==> src/rtl/core/tmhq_pkg.sv <==
// ----------------------------------------------------------------------------
// Timer queue package
// Shared types, codes and the entry ordering for the timer queue.
// ----------------------------------------------------------------------------
package tmhq_pkg;

  localparam int DEPTH_DEFAULT = 64;
  localparam int MAX_FIRE      = 64;
  localparam int FIRE_W        = 7;

  typedef logic [1:0]  cmd_t;
  typedef logic [31:0] delay_t;
  typedef logic [63:0] expiry_t;
  typedef logic [31:0] id_t;
  typedef logic [7:0]  etype_t;
  typedef logic [1:0]  prio_t;
  typedef logic [1:0]  kind_t;
  typedef logic [1:0]  status_t;
  typedef logic [1:0]  cellop_t;

  localparam cmd_t CMD_SCHED  = 2'd0;
  localparam cmd_t CMD_TICK   = 2'd1;
  localparam cmd_t CMD_CANCEL = 2'd2;

  localparam kind_t KIND_SCHED  = 2'd0;
  localparam kind_t KIND_FIRE   = 2'd1;
  localparam kind_t KIND_CANCEL = 2'd2;

  localparam status_t ST_OK      = 2'd0;
  localparam status_t ST_FULL    = 2'd1;
  localparam status_t ST_MISSING = 2'd2;
  localparam status_t ST_ZERO    = 2'd3;

  localparam cellop_t OP_HOLD   = 2'd0;
  localparam cellop_t OP_INSERT = 2'd1;
  localparam cellop_t OP_REMOVE = 2'd2;

  typedef struct packed {
    expiry_t expiry;
    id_t     id;
    etype_t  etype;
    prio_t   prio;
  } entry_t;

  typedef struct packed {
    cellop_t op;
    entry_t  fresh;
    id_t     want;
  } cell_ctl_t;

  typedef struct packed {
    kind_t   kind;
    status_t status;
    id_t     number;
    etype_t  etype;
    prio_t   prio;
    logic    last;
  } out_word_t;

  function automatic logic entry_before(entry_t a, entry_t b);
    if (a.expiry != b.expiry) return a.expiry < b.expiry;
    return a.id < b.id;
  endfunction

endpackage

==> src/rtl/core/tmhq_cell.sv <==
// ----------------------------------------------------------------------------
// Timer queue cell
// One slot of the sorted row: compares against the broadcast entry and takes
// that entry or its left neighbour's on insert, its right neighbour's on removal.
// ----------------------------------------------------------------------------
module tmhq_cell import tmhq_pkg::*; (
  input  logic      clk,
  input  cell_ctl_t ctl,
  input  logic      occupied,
  input  logic      drop,
  input  logic      left_ins,
  input  entry_t    left_entry,
  input  entry_t    right_entry,
  output logic      ins,
  output logic      match,
  output entry_t    entry
);

  assign ins   = !occupied || entry_before(ctl.fresh, entry);
  assign match = occupied && (entry.id == ctl.want);

  always_ff @(posedge clk) begin
    case (ctl.op)
      OP_INSERT: begin
        if (ins) begin
          entry <= left_ins ? left_entry : ctl.fresh;
        end
      end
      OP_REMOVE: begin
        if (drop) begin
          entry <= right_entry;
        end
      end
      default: begin
      end
    endcase
  end

endmodule

==> config.mk <==
export PLATFORM = sky130hd
export DESIGN_NAME = tmhq_cell
export DESIGN_NICKNAME = d
export VERILOG_FILES = /design/src/rtl/core/tmhq_pkg.sv /design/src/rtl/core/tmhq_cell.sv
export SDC_FILE = /design/constraint.sdc
export NUM_CORES = 1
export LEC_CHECK = 0
export BUFFER_PORTS_ARGS = -buffer_cell sky130_fd_sc_hd__buf_2
export CAP_MARGIN = 30
export CORE_AREA = 2 2 182 184
export CTS_CLUSTER_DIAMETER = 200
export DETAILED_ROUTE_END_ITERATION = 16
export DIE_AREA = 0 0 184 186
export GPL_ROUTABILITY_DRIVEN = 0
export GPL_TIMING_DRIVEN = 1
export HOLD_SLACK_MARGIN = 0.12
export MAX_ROUTING_LAYER = met4
export REMOVE_ABC_BUFFERS = 1
export SYNTH_ARGS = -nofsm -noshare
export SYNTH_HDL_FRONTEND = slang
export SYNTH_SLANG_ARGS = --single-unit
==> constraint.sdc <==
create_clock -name clk -period 4.5 [get_ports clk]
set_clock_uncertainty 0.2 [all_clocks]
set_input_delay 0.45 -clock clk [delete_from_list [all_inputs] [get_ports clk]]
set_output_delay 0.45 -clock clk [all_outputs]
set_load 0.01 [all_outputs]
==> flow_metrics.env <==
export IMPL_start_kind="flip-flop"
export IMPL_cap_violations=0
export IMPL_cts_sinks=106
export IMPL_synth_cell_types=47
export IMPL_cpPeakStageDelay_ns=0.70
export IMPL_maxSlewViolCount=0
export IMPL_dpl_instance_area_um2=11000
export IMPL_grt_max_degree=105
export IMPL_period_needed_ns=3.73
export IMPL_hold_buffers=0
export IMPL_layout_commonest_cell="buf_2"
export IMPL_arrival_ns=3.08
export IMPL_whs_endpoint="entry[12]"
export IMPL_ff2ff_setup_slack_ns=0.89
export IMPL_dieArea_um2=34200
export IMPL_ant_nets=0
export IMPL_synthArstFlopShare=0
export IMPL_crit_cells=9
export IMPL_finalPower_mw=2.85
export IMPL_cp_cell_sequence="inv_1 > ha_1 > a21oi_1 > nand2_1 > a221oi_1 > a31oi_1 > nor4b_1 > a21o_1 > buf_2"
export IMPL_drtPass1Iterations=6
export IMPL_drt_initial_drc_count=306
export IMPL_io_pins=464
export IMPL_min_delay_start="right_entry[12]"
export IMPL_syn_inst=849
export IMPL_post_cts_resized=0
export IMPL_relSlewSlack=0.456
export IMPL_layout_nets=1745
export IMPL_die_y_um=186
export IMPL_clock_latency_ns=0.36
export IMPL_h_tree_depth=3
export IMPL_leakage_nw=5.55
export IMPL_cts_setup_buffers=0
export IMPL_rr_worst_depth=10
export IMPL_routed_wl_mm=31.3
export IMPL_fmax_mhz=268
export IMPL_crit_slowest_cell="nor4b_1"
export IMPL_critPathTopFamily="compound AO/OA/AOI/OAI gates"
export IMPL_port_buffers=463
export IMPL_clk_pin_slew_ns=0.08
export IMPL_irDropWorstVdd_v=0.000182
export IMPL_synth_area_leaders="edfxtp_1 39%, ha_1 15%, mux2i_1 13%"
export IMPL_status="complete, no violations"
export IMPL_layout_common_cells="462 x buf_2, 125 x nand2_1, 106 x mux2i_1, 106 x edfxtp_1, 98 x inv_1"
export IMPL_cts_tree="built"
export IMPL_viasPerCell=4.59
export IMPL_critPathMaxFanout=3
export IMPL_p_per_area_nw_per_um2=253
export IMPL_hold_viol_final=0
export IMPL_synth_top_area_cell="edfxtp_1"
export IMPL_avgSynthCellArea_um2=9.61
export IMPL_initial_core_util=0.253
export IMPL_synth_top_cell_area_share=0.390
export IMPL_cts_root_buf="clkbuf_16"
export IMPL_ys_seq_area_frac=0.390
export IMPL_setup_viol=0
export IMPL_reg_top3="entry x106"
export IMPL_grt_pass1_vias=7706
export IMPL_core_area_um2=32200
export IMPL_synth_ff_latch_count=106
export IMPL_synth_edff_count=106
export IMPL_grt_overflow_total=0
export IMPL_drive_gt1_frac=0.381
export IMPL_wl_per_cell_um=18.3
export IMPL_cts_buffers=9
export IMPL_clockBufferDepth=2
export IMPL_design_area_um2=11200
export IMPL_grtUsageTotal=0.180
export IMPL_dp_hpwl_mm=26.8
export IMPL_rsz0062_at_grt="no"
export IMPL_ys_flop_type="edfxtp_1"
export IMPL_r2r_end="entry[45]"
export IMPL_whs_path_depth=3
export IMPL_top_register="entry"
export IMPL_tightest_slew_ns=0.804
export IMPL_end_kind="output port"
export IMPL_antenna_found_initial=7
export IMPL_via_count=7855
export IMPL_r2r_start="entry[56]"
export IMPL_path_class="flip-flop to output port"
export IMPL_finalCritPeriodShare=0.829
export IMPL_syn_area_um2=8160
export IMPL_hold_path_class="primary input to flip-flop"
export IMPL_required_ns=3.85
export IMPL_synth_warnings=0
export IMPL_area_growth_pct=37.8
export IMPL_largest_reg_flops=106
export IMPL_drc=0
export IMPL_die_width_um=184
export IMPL_grt_pass1_wl_mm=44.3
export IMPL_critPathBufInv=2
export IMPL_rows=66
Yosys cell counts (2+ instances only):
| cell type | count |
|---|---|
| a211oi_1 | 3 |
| xnor2_1 | 28 |
| nand3_1 | 7 |
| inv_1 | 98 |
| a21oi_1 | 38 |
| nand2b_1 | 2 |
| edfxtp_1 | 106 |
| a21boi_0 | 3 |
| nor4_1 | 5 |
| o21a_1 | 4 |
| o21ai_1 | 47 |
| clkbuf_1 | 28 |
| ha_1 | 95 |
| o21ai_0 | 77 |
| nand2_1 | 125 |
| buf_2 | 5 |
| nor3_1 | 4 |
| nor2_1 | 10 |
| xor2_1 | 4 |
| nand4_1 | 22 |
| mux2i_1 | 106 |
| a21o_1 | 4 |
| nand4_2 | 4 |
worst reg2reg max path, stage by stage, from the launching register on:
cell	delay (ns)
edfxtp_1	0.41
inv_1	0.07
ha_1	0.25
a21oi_1	0.15
nand2_1	0.06
a221oi_1	0.48
a31oi_1	0.17
nor4b_1	0.70
a21o_1	0.23
a22o_4	0.22
buf_12	0.28
per-stage QoR:
stage | setup TNS, ns | util | setup slack [ns] | hold slack [ns] | std cells
2_1_floorplan | -982.03 | - | -5.93 | 0.437 | 814
6_report | 0 | 0.349 | 0.772 | 0.164 | 1713
3_3_place_gp | 0 | 0.340 | 0.713 | 0.529 | 1691
5_1_grt | 0 | 0.349 | 0.568 | 0.168 | 1712
4_1_cts | 0 | 0.349 | 0.696 | 0.145 | 1707
3_5_place_dp | 0 | 0.340 | 0.627 | 0.528 | 1691
cell type report:
class	count	area, µm²
fillers	3416	21000
multi-input cells	610	4460
flip-flops and latches	106	3180
repair buffers	469	2430
well taps	408	510
inverters	98	368
clock buffers	9	225
clock inverters	7	45.0
diodes	6	15.0
how the worst max path moves through the flow:
stage          startpoint         end  slack, ns
2_1_floorplan    ctl[138]    entry[0]      -5.93
4_1_cts         entry[56]         ins       0.70
3_5_place_dp      ctl[79]  entry[104]       0.63
5_1_grt         entry[56]         ins       0.57
3_3_place_gp      ctl[79]   entry[42]       0.71
6_report        entry[56]         ins       0.77
power breakdown:
part / total (mW) / switching (mW) / internal (mW)
Clock: 0.770 / 0.394 / 0.375
Sequential: 1.25 / 0.0510 / 1.20
Combinational: 0.832 / 0.457 / 0.374
Total: 2.85 / 0.902 / 1.95
metal layers:
metal / global-route usage / vias up / part of all wire
met5: - / - / 0
met4: 0.0493 / 0 / 0.020
met3: 0.0338 / 28 / 0.065
met2: 0.318 / 341 / 0.49
met1: 0.211 / 3554 / 0.42
li1: - / 3932 / -
kinds of logic after synthesis:
group	Yosys count	share of synthesized area
AO/OA/AOI/OAI	189	0.127
multiplexers	106	0.130
adder cells (fa/ha/maj)	95	0.146
AND/OR/NAND/NOR	188	0.108
flip-flops	106	0.390
XOR/XNOR	32	0.0344
buffers and inverters	133	0.0646
Note: power is estimated with default switching activity, not from simulation.
