## src/rtl/core/tmhq_pkg.sv

```systemverilog
// ----------------------------------------------------------------------------
// Timer queue package
// Shared types, codes and the entry ordering for the timer queue.
// ----------------------------------------------------------------------------
package tmhq_pkg;

  localparam int DEPTH_DEFAULT = 64;
  localparam int MAX_FIRE      = 64;
  localparam int FIRE_W        = 7;

  typedef logic [1:0]  cmd_t;
  typedef logic [31:0] delay_t;
  typedef logic [63:0] expiry_t;
  typedef logic [31:0] id_t;
  typedef logic [7:0]  etype_t;
  typedef logic [1:0]  prio_t;
  typedef logic [1:0]  kind_t;
  typedef logic [1:0]  status_t;
  typedef logic [1:0]  cellop_t;

  localparam cmd_t CMD_SCHED  = 2'd0;
  localparam cmd_t CMD_TICK   = 2'd1;
  localparam cmd_t CMD_CANCEL = 2'd2;

  localparam kind_t KIND_SCHED  = 2'd0;
  localparam kind_t KIND_FIRE   = 2'd1;
  localparam kind_t KIND_CANCEL = 2'd2;

  localparam status_t ST_OK      = 2'd0;
  localparam status_t ST_FULL    = 2'd1;
  localparam status_t ST_MISSING = 2'd2;
  localparam status_t ST_ZERO    = 2'd3;

  localparam cellop_t OP_HOLD   = 2'd0;
  localparam cellop_t OP_INSERT = 2'd1;
  localparam cellop_t OP_REMOVE = 2'd2;

  typedef struct packed {
    expiry_t expiry;
    id_t     id;
    etype_t  etype;
    prio_t   prio;
  } entry_t;

  typedef struct packed {
    cellop_t op;
    entry_t  fresh;
    id_t     want;
  } cell_ctl_t;

  typedef struct packed {
    kind_t   kind;
    status_t status;
    id_t     number;
    etype_t  etype;
    prio_t   prio;
    logic    last;
  } out_word_t;

  function automatic logic entry_before(entry_t a, entry_t b);
    if (a.expiry != b.expiry) return a.expiry < b.expiry;
    return a.id < b.id;
  endfunction

endpackage

```

## src/rtl/core/tmhq_scan.sv

```systemverilog
// ----------------------------------------------------------------------------
// Timer queue match scan
// Turns the row of cancel matches into a prefix mask, doubling the span each
// cycle, so every cell at or after the first match is flagged.
// ----------------------------------------------------------------------------
module tmhq_scan import tmhq_pkg::*; #(
  parameter int DEPTH = DEPTH_DEFAULT
) (
  input  logic             clk,
  input  logic             rst,
  input  logic             load,
  input  logic [DEPTH-1:0] hits,
  output logic [DEPTH-1:0] mask,
  output logic             busy
);

  localparam int STEPS = $clog2(DEPTH);
  localparam int SW    = $clog2(STEPS + 1);

  logic [SW-1:0] step;

  always_ff @(posedge clk) begin
    if (rst) begin
      busy <= 1'b0;
      step <= '0;
    end else if (load) begin
      busy <= 1'b1;
      step <= '0;
    end else if (busy) begin
      step <= step + SW'(1);
      if (step == SW'(STEPS - 1)) begin
        busy <= 1'b0;
      end
    end
  end

  always_ff @(posedge clk) begin
    if (load) begin
      mask <= hits;
    end else if (busy) begin
      mask <= mask | (mask << (DEPTH'(1) << step));
    end
  end

endmodule

```

## config.mk

```make
export PLATFORM = sky130hd
export DESIGN_NAME = tmhq_scan
export DESIGN_NICKNAME = d
export VERILOG_FILES = /design/src/rtl/core/tmhq_pkg.sv /design/src/rtl/core/tmhq_scan.sv
export SDC_FILE = /design/constraint.sdc
export NUM_CORES = 1
export LEC_CHECK = 0
export ABC_CLOCK_PERIOD_IN_PS = 4200
export BUFFER_PORTS_ARGS = -buffer_cell sky130_fd_sc_hd__clkbuf_2
export CAP_MARGIN = 25
export CORE_MARGIN = 2
export CORE_UTILIZATION = 45
export DETAILED_ROUTE_END_ITERATION = 10
export PLACE_DENSITY = 0.62
export SYNTH_ARGS = -nofsm -noshare
export SYNTH_HDL_FRONTEND = slang
export SYNTH_SLANG_ARGS = --single-unit
```

## constraint.sdc

```tcl
create_clock -name clk -period 4.2 [get_ports clk]
set_input_delay 0.42 -clock clk [delete_from_list [all_inputs] [get_ports clk]]
set_output_delay 0.42 -clock clk [all_outputs]
set_load 0.1 [all_outputs]
```

==> flow_metrics.env, run 1 <==
export IMPL_dp_hpwl_mm=33.6
export IMPL_crit_path_max_fanout=37
export IMPL_end_kind="flip-flop"
export IMPL_path_clk_slew_ns=0.08
export IMPL_routed_via_density=7.24
export IMPL_seq_area_frac_synth_pct=22.8
export IMPL_drt_iter0_markers=1805
export IMPL_tightest_slew_ns=0.990
export IMPL_place_port_buffers=131
export IMPL_dieArea_mm2=0.0207
export IMPL_wl_mm=46.1
export IMPL_p_seq_share_pct=27.4
export IMPL_final_area_mm2=0.0101
export IMPL_setup_worst_path_class="flip-flop to flip-flop"
export IMPL_p_leak_uw=0.00415
export IMPL_layout_nets=1315
export IMPL_cts_root_buffer="clkbuf_16"
export IMPL_grt_pass1_vias=9709
export IMPL_min_path_type="input pin to flip-flop"
export IMPL_pin_count=132
export IMPL_antenna_found_initial=0
export IMPL_grt_pass1_wl_mm=66.2
export IMPL_worst_slack_ns=0.371
export IMPL_overflow=0
export IMPL_core_mm2=0.0193
export IMPL_maxSlewHeadroom_pct=33.5
export IMPL_finalCritPeriodShare_pct=91.2
export IMPL_irDropWorstVdd_v=0.000204
export IMPL_remaining_drc_errors=0
export IMPL_synth_edf_count=64
export IMPL_comb_power_share_pct=47.5
export IMPL_htree_levels=3
export IMPL_synthCells=1144
export IMPL_outcome="finished clean"
export IMPL_critPathRequiredTime_ns=4.28
export IMPL_cts_tree="built"
export IMPL_diodes=0
export IMPL_powerDensity_mw_per_mm2=360
export IMPL_dp_slack_ns=0.661
export IMPL_cts_resized=0
export IMPL_track_usage_pct=43.8
export IMPL_via_count=10900
export IMPL_yosysTopAreaCell="edfxtp_1"
export IMPL_synthFlopType="edfxtp_1"
export IMPL_yosysMostFrequentCell="nand2_1"
export IMPL_cp_start_kind="flip-flop"
export IMPL_rsz0062_at_grt="false"
export IMPL_postSynthAreaPerCell_um2=7.68
export IMPL_hold_slack_ns=0.337
export IMPL_synthTopCellsByArea="edfxtp_1 22%, mux2i_1 8.2%, nand2_1 5.6%, a21oi_1 5.2%, o21ai_0 4.2%"
export IMPL_ys_ff_latch=68
export IMPL_power_frac_clock_pct=25.2
export IMPL_final_setup_skew_ns=0.0152
export IMPL_cts_buffers=9
export IMPL_fin_crit_ns=3.83
export IMPL_placedInstanceArea_mm2=0.00982
export IMPL_initial_utilization_pct=45.4
export IMPL_synth_commonest_cells="130 x nand2_1, 92 x a21oi_1, 79 x nor2_1"
export IMPL_cts_sinks=68
export IMPL_clock_latency_ns=0.36
export IMPL_drv_slew=0
export IMPL_async_reset_ff_share_pct=0
export IMPL_fin_total_pwr_uw=3660
export IMPL_ant_nets=0
export IMPL_synth_area_mm2=0.00878
export IMPL_cp_arrival_ns=3.90
export IMPL_chipWidth_um=144
export IMPL_cap_violations=0
export IMPL_grt_max_degree=68
export IMPL_switchingPower_uw=1800
export IMPL_max_freq_mhz=261
export IMPL_p_int_uw=1860
export IMPL_drive_above_1_share_pct=21.4
export IMPL_syn_num_nets=1217
export IMPL_cts_hold_buf=0
export IMPL_yosysWarnings=0
export IMPL_setup_viol=0
export IMPL_fin_tns_setup_ns=0
export IMPL_cts_max_path_buffers=2
export IMPL_synth_top_area_share_pct=21.9
export IMPL_swShare_pct=49.2
export IMPL_post_cts_setup_buffers=0
export IMPL_finalHoldViolCount=0
export IMPL_place_gp_congestion=1.07
export IMPL_die_h_um=144
export IMPL_avgRoutedWirePerCell_um=30.5
export IMPL_drt_pass1_iter_count=6
export IMPL_fp_row_count=51
export IMPL_area_growth_pct=15.5
export IMPL_ys_types=88
-- power groups by stage --
stage / logic [uW] / registers [uW] / clock network (uW)
detailed placement: 1670 / 1000 / 0
finish: 1740 / 1000 / 920
global route: 1790 / 1000 / 939
CTS: 1680 / 987 / 916
floorplan: 738 / 1390 / 0
global placement: 1670 / 1000 / 0
-- area by class of cell --
cell class	count	area (um^2)
Fill cell	1953	9190
Multi-Input combinational cell	931	6130
Sequential cell	68	2010
Timing Repair Buffer	200	1230
Tap cell	265	332
Clock buffer	9	225
Inverter	32	120
Clock inverter	7	106
-- worst max-delay path: stages, from the launching register on --
cell and delay [ns]:
dfxtp_1 0.35, inv_1 0.14, ha_4 0.46, inv_1 0.59
o21ai_0 0.33, a221oi_1 0.14, o31ai_1 0.69, nor3_1 0.09
nor3_1 0.54, a311oi_1 0.19
-- kinds of logic (layout without fill, tap and decap cells) --
family | after synthesis | count (layout) | synth area share (%)
buffers and inverters | 145 | 248 | 7.81
XOR/XNOR | 1 | 1 | 0.0997
flip-flops | 68 | 68 | 22.8
AO/OA/AOI/OAI | 463 | 463 | 36.5
adder cells (fa/ha/maj) | 6 | 6 | 0.855
multiplexers | 86 | 86 | 10.4
AND/OR/NAND/NOR | 375 | 375 | 21.5
-- state kept, by name (all words and copies together), names as in the netlist --
register	cells
busy	1
mask	64
step	3
-- worst paths after layout --
path | depth (start not counted) | endpoint | slack [ns] | start
hold reg to reg | 2 | step[0]$_SDFFE_PP0P_ | 0.58 | step[0]$_SDFFE_PP0P_
setup / recovery | 9 | mask[62]$_DFFE_PP_ | 0.37 | step[0]$_SDFFE_PP0P_
hold / removal | 3 | mask[4]$_DFFE_PP_ | 0.34 | hits[4]
setup reg to reg | 9 | mask[62]$_DFFE_PP_ | 0.37 | step[0]$_SDFFE_PP0P_
-- metrics by stage --
step	cells	util (%)
2_1_floorplan	1144	-
3_3_place_gp	1496	50.8
3_5_place_dp	1496	50.8
4_1_cts	1512	52.5
5_1_grt	1512	52.5
6_report	1512	52.5
-- cells in the final DEF (no fill, tap or decap), types with 12 or more instances in the layout --
cell / count
buf_4: 66
nand2b_1: 28
o21ai_1: 12
nor3_1: 34
a2bb2oi_1: 12
edfxtp_1: 64
a221oi_1: 14
nand2_1: 130
a21boi_0: 18
inv_1: 29
o21ai_0: 74
nor2_1: 78
o211ai_1: 14
nand3b_1: 21
mux2i_1: 72
nor2b_1: 12
o22ai_1: 34
nand3_1: 12
a21oi_1: 92
a211oi_1: 22
a311oi_1: 24
clkbuf_2: 130
-- metal layers --
| metal | GRT usage (%) | vias to the layer above | part of all wire (%) |
|---|---|---|---|
| li1 | - | 4620 | - |
| met1 | 61.0 | 5196 | 40 |
| met2 | 62.4 | 945 | 41 |
| met3 | 12.2 | 179 | 14 |
| met4 | 20.6 | 0 | 5.6 |
| met5 | 0 | - | 0 |
No activity file was read; power rests on OpenSTA's default activity.
==> run 2, diff against run 1 <==
CELL_PAD_IN_SITES_DETAIL_PLACEMENT = 0   (was default)
CELL_PAD_IN_SITES_GLOBAL_PLACEMENT = 1   (was default)
CORE_UTILIZATION = 44   (was 45)
PLACE_DENSITY = 0.8   (was 0.62)
SKIP_CTS_REPAIR_TIMING = 1   (was default)
==> run 2 against run 1 <==
Via count shrank 2.2%. Sequential share of layout area grew 0.20 points. Total power shrank 4.3%. Fmax grew 7.9%.
==> flow_metrics.env, run 2 (synthesis gave the netlist of run 1 again) <==
export IMPL_outcome="finished clean"
export IMPL_p_leak_uw=0.00407
export IMPL_critPathRequiredTime_ns=4.27
export IMPL_pin_count=132
export IMPL_crit_path_max_fanout=36
export IMPL_diodes=0
export IMPL_chipWidth_um=145
export IMPL_crit_family="compound AO/OA/AOI/OAI gates"
export IMPL_largest_register_ffs=64
export IMPL_cts_max_path_buffers=2
export IMPL_end_kind="flip-flop"
export IMPL_setup_viol=0
export IMPL_dp_cells=1486
export IMPL_ant_nets=0
export IMPL_powerDensity_mw_per_mm2=348
export IMPL_placedInstanceArea_mm2=0.00976
export IMPL_drv_slew=0
export IMPL_initial_utilization_pct=45.0
export IMPL_irDropWorstVdd_v=0.000210
export IMPL_max_stage_delay_ns=0.75
export IMPL_cp_start_kind="flip-flop"
export IMPL_slowest_stage="or3b_2"
export IMPL_grt_pass1_vias=9615
export IMPL_cp_arrival_ns=3.62
export IMPL_fin_crit_ns=3.55
export IMPL_final_area_mm2=0.0100
export IMPL_final_instance_count_excl_fill=1502
export IMPL_power_frac_clock_pct=22.2
export IMPL_largest_register="mask"
export IMPL_worst_r2r_startpoint="step[0]$_SDFFE_PP0P_"
export IMPL_p_seq_share_pct=29.1
export IMPL_dieArea_mm2=0.0211
export IMPL_fillerInstances=1975
export IMPL_place_gp_congestion=1.08
export IMPL_setup_worst_path_class="flip-flop to flip-flop"
export IMPL_drt_pass1_iter_count=6
export IMPL_dp_hpwl_mm=33.3
export IMPL_top_regs="mask x64, step x3, busy x1"
export IMPL_swShare_pct=50.7
export IMPL_cts_buffers=9
export IMPL_hold_path_startpoint="rst"
export IMPL_antenna_found_initial=3
export IMPL_cts_sinks=68
export IMPL_fp_row_count=51
export IMPL_layout_nets=1305
export IMPL_remaining_drc_errors=0
export IMPL_track_usage_pct=41.7
export IMPL_htree_levels=3
export IMPL_rsz0062_at_grt="false"
export IMPL_routed_via_density=7.12
export IMPL_via_count=10700
export IMPL_drt_iter0_markers=1539
export IMPL_p_int_uw=1730
export IMPL_final_setup_skew_ns=0.0145
export IMPL_comb_power_share_pct=48.7
export IMPL_die_h_um=145
export IMPL_fin_total_pwr_uw=3500
export IMPL_hold_slack_ns=0.285
export IMPL_tightest_slew_ns=0.994
export IMPL_crit_path_frequent_cell="o22ai_1"
export IMPL_min_path_type="input pin to flip-flop"
export IMPL_drive_above_1_share_pct=20.7
export IMPL_grt_pass1_wl_mm=66.0
export IMPL_crit_chain="ha_1 > ha_2 > or3b_2 > o2bb2ai_1 > o22ai_1 > o22ai_1 > nor3_1 > a311oi_1"
export IMPL_wl_mm=45.4
export IMPL_cts_root_buffer="clkbuf_16"
export IMPL_cts_tree="built"
export IMPL_avgRoutedWirePerCell_um=30.2
export IMPL_core_mm2=0.0195
export IMPL_grt_max_degree=95
export IMPL_overflow=0
export IMPL_switchingPower_uw=1770
export IMPL_max_freq_mhz=282
export IMPL_finalHoldViolCount=0
export IMPL_clock_latency_ns=0.36
export IMPL_place_port_buffers=131
export IMPL_final_cell_mix="130 x nand2_1, 130 x clkbuf_2, 92 x a21oi_1, 78 x nor2_1, 74 x o21ai_0"
export IMPL_maxSlewHeadroom_pct=33.3
export IMPL_cp_startpoint="step[0]$_SDFFE_PP0P_"
export IMPL_finalCritPeriodShare_pct=84.5
export IMPL_path_clk_slew_ns=0.07
export IMPL_cap_violations=0
export IMPL_fin_tns_setup_ns=0
export IMPL_cp_num_buf_inv=0
export IMPL_area_growth_pct=14.4
==> run 2: changes by cell type in the layout (fill, tap and decap cells not counted), sizes merged <==
| cell | delta |
|---|---|
| bufinv | -2 |
| buf | -10 |
| inv | +1 |
| clkinvlp | +1 |
==> run 2: cell type report <==
type / instances / area [um^2] / area share (%)
clock buffers: 9 / 225 / 2.24
clock inverters: 7 / 58.8 / 0.585
inverters: 32 / 120 / 1.20
multi-input cells: 931 / 6130 / 61.0
flip-flops and latches: 68 / 2010 / 20.0
well taps: 265 / 332 / 3.30
repair buffers: 190 / 1180 / 11.7
==> run 2: path summary, 6_finish.rpt <==
| check | end | slack, ns | cells after the start |
|---|---|---|---|
| setup / recovery | mask[62]$_DFFE_PP_ | 0.65 | 8 |
| hold / removal | step[0]$_SDFFE_PP0P_ | 0.29 | 2 |
| setup reg to reg | mask[62]$_DFFE_PP_ | 0.65 | 8 |
| hold reg to reg | step[1]$_SDFFE_PP0P_ | 0.59 | 2 |
==> run 2: routing by layer <==
| metal | wire length (um) | track usage (%) |
|---|---|---|
| met1 | 18200 | 58.8 |
| met2 | 18400 | 58.5 |
| met3 | 6620 | 13.2 |
| met4 | 2110 | 17.1 |
| met5 | 27 | 0 |
==> run 2: metrics by stage <==
stage,util (%),setup slack (ns)
final,51.4,0.650
after global routing,51.4,0.522
after CTS,51.4,0.771
after detailed placement,50.0,0.779
after global placement,50.0,0.849
after floorplan,-,1.29
==> run 2: power groups by stage <==
stage	Sequential [uW]	Combinational [uW]	Clock [uW]
after floorplan	1390	738	0
after global placement	1010	1650	0
after detailed placement	1020	1650	0
after CTS	1000	1650	770
after global routing	1020	1770	797
final	1020	1700	776
==> run 3, diff against run 2 <==
ABC_CLOCK_PERIOD_IN_PS = 3600   (was 4200)
clock period = 3.6 ns   (was 4.2 ns; I/O delays follow)
==> run 3 against run 2 <==
Combinational power up 18%. Final area up 1.3%. Critical path type unchanged. Hold slack worse by 0.069 ns. Fmax up 2.6%. Count of clock-buffer cells in the layout unchanged. Total power up 18%. Largest cell class unchanged. Clock skew down 0.0021 ns. Routed wire length down 3.7%. Clock power up 21%.
==> flow_metrics.env, run 3 (synthesis gave the netlist of run 1 again) <==
export IMPL_outcome="finished clean"
export IMPL_htree_levels=3
export IMPL_final_cell_mix="130 x nand2_1, 130 x clkbuf_2, 92 x a21oi_1, 78 x nor2_1, 74 x o21ai_0"
export IMPL_clock_latency_ns=0.35
export IMPL_place_port_buffers=131
export IMPL_wl_mm=43.7
export IMPL_setup_viol=0
export IMPL_via_count=10700
export IMPL_drv_slew=0
export IMPL_rr_worst_depth=8
export IMPL_grt_pass1_wl_mm=63.6
export IMPL_area_growth_pct=15.9
export IMPL_p_leak_uw=0.00415
export IMPL_fp_row_count=51
export IMPL_seq_area_mm2=0.00201
export IMPL_track_usage_pct=39.6
export IMPL_end_kind="flip-flop"
export IMPL_dp_hpwl_mm=32.7
export IMPL_min_path_type="input pin to flip-flop"
export IMPL_layout_nets=1320
export IMPL_antenna_found_initial=0
export IMPL_cts_sinks=68
export IMPL_overflow=0
export IMPL_powerDensity_mw_per_mm2=406
export IMPL_cts_root_buffer="clkbuf_16"
export IMPL_p_int_uw=2090
export IMPL_max_freq_mhz=289
export IMPL_cp_start_kind="flip-flop"
export IMPL_largest_register_ffs=64
export IMPL_cp_num_buf_inv=2
export IMPL_largest_register="mask"
export IMPL_drive_above_1_share_pct=21.6
export IMPL_cap_violations=0
export IMPL_cts_buffers=9
export IMPL_power_frac_clock_pct=22.7
export IMPL_switchingPower_uw=2040
export IMPL_routed_via_density=7.08
export IMPL_path_clk_slew_ns=0.07
export IMPL_avgRoutedWirePerCell_um=28.8
export IMPL_grt_max_degree=72
export IMPL_fin_crit_ns=3.46
export IMPL_swShare_pct=49.5
export IMPL_pin_count=132
export IMPL_fin_tns_setup_ns=0
export IMPL_cts_max_path_buffers=2
export IMPL_crit_path_frequent_cell="buf_4"
export IMPL_drt_pass1_iter_count=8
export IMPL_cts_tree="built"
export IMPL_finalCritPeriodShare_pct=96.1
export IMPL_slowest_stage="o32ai_1"
export IMPL_remaining_drc_errors=0
export IMPL_multi_input_area_mm2=0.00613
export IMPL_fin_total_pwr_uw=4130
export IMPL_comb_power_share_pct=48.7
export IMPL_maxSlewHeadroom_pct=38.6
export IMPL_crit_path_max_fanout=22
export IMPL_worst_r2r_startpoint="step[0]$_SDFFE_PP0P_"
export IMPL_cp_startpoint="step[0]$_SDFFE_PP0P_"
export IMPL_drt_iter0_markers=1691
export IMPL_hold_path_depth=2
export IMPL_reg2reg_slack_ns=0.14
export IMPL_core_mm2=0.0195
export IMPL_die_h_um=145
export IMPL_finalHoldViolCount=0
export IMPL_final_setup_skew_ns=0.0124
export IMPL_chipWidth_um=145
export IMPL_place_gp_congestion=1.06
export IMPL_p_seq_share_pct=28.6
export IMPL_crit_family="compound AO/OA/AOI/OAI gates"
export IMPL_crit_chain="ha_1 > ha_2 > buf_4 > buf_4 > a311oi_1 > o32ai_1 > mux2i_1 > a221o_1"
export IMPL_ant_nets=0
export IMPL_cp_arrival_ns=3.55
export IMPL_diodes=0
export IMPL_r2r_end="mask[36]$_DFFE_PP_"
export IMPL_max_stage_delay_ns=0.84
export IMPL_initial_utilization_pct=45.0
export IMPL_irDropWorstVdd_v=0.000245
export IMPL_dieArea_mm2=0.0211
export IMPL_setup_worst_path_class="flip-flop to flip-flop"
export IMPL_tightest_slew_ns=0.914
export IMPL_grt_pass1_vias=9584
export IMPL_hold_path_startpoint="rst"
export IMPL_rsz0062_at_grt="false"
export IMPL_critPathRequiredTime_ns=3.69
export IMPL_hold_path_end="step[0]$_SDFFE_PP0P_"
export IMPL_fillerInstances=1961
export IMPL_top_regs="mask x64, step x3, busy x1"
==> run 3: changes by cell type in the layout (fill, tap and decap cells not counted), sizes merged <==
| cell | previous run | this run |
|---|---|---|
| buf | 60 | 75 |
| bufinv | 0 | 1 |
| clkinv | 4 | 3 |
| clkinvlp | 1 | 3 |
| inv | 34 | 31 |
==> run 3: stage by stage <==
step | hold WS, ns | utilization, % | worst slack [ns] | area [um^2] | std cells
detailed placement | 0.546 | 50.6 | 0.309 | 9890 | 1501
CTS | 0.216 | 52.1 | 0.264 | 10200 | 1516
floorplan | 0.432 | - | 0.693 | 8780 | 1144
finish | 0.216 | 52.1 | 0.139 | 10200 | 1516
global placement | 0.534 | 50.6 | 0.302 | 9890 | 1501
global route | 0.245 | 52.1 | 0.0601 | 10200 | 1516
==> run 3: worst register-to-register path, delay by kind of cell, from the launching register on <==
kind	cells	cell delay, ns
compound gates	3	1.45
fa+ha+maj	2	0.44
mux	1	0.29
buf+inv	2	0.64
flops	1	0.39
==> run 3: routing by layer <==
| layer | vias up | global-route usage (%) | share of wire (%) |
|---|---|---|---|
| met5 | - | 0 | 0 |
| li1 | 4626 | - | - |
| met1 | 5060 | 55.9 | 40 |
| met4 | 0 | 12.6 | 3.7 |
| met3 | 133 | 12.5 | 15 |
| met2 | 919 | 57.1 | 41 |
==> run 3: power by group through the flow <==
stage | registers [uW] | logic (uW) | clock network, uW
after global routing | 1180 | 2080 | 962
after global placement | 1180 | 1940 | 0
after detailed placement | 1180 | 1940 | 0
final | 1180 | 2010 | 936
after CTS | 1160 | 1950 | 935
after floorplan | 1620 | 861 | 0
==> run 3: final cells by class <==
type	instances	share of cell area (%)
flip-flops and latches	68	19.7
well taps	265	3.26
clock buffers	9	2.21
repair buffers	205	12.8
clock inverters	6	0.652
inverters	32	1.18
multi-input cells	931	60.2
==> run 3: how the worst max path moves through the flow <==
stage                          to  slack [ns]  cells after the start
2_1_floorplan  mask[51]$_DFFE_PP_        0.69                     12
3_3_place_gp   mask[36]$_DFFE_PP_        0.30                      8
3_5_place_dp   mask[36]$_DFFE_PP_        0.31                      8
4_1_cts        mask[36]$_DFFE_PP_        0.26                      8
5_1_grt        mask[36]$_DFFE_PP_        0.06                      8
6_report       mask[36]$_DFFE_PP_        0.14                      8
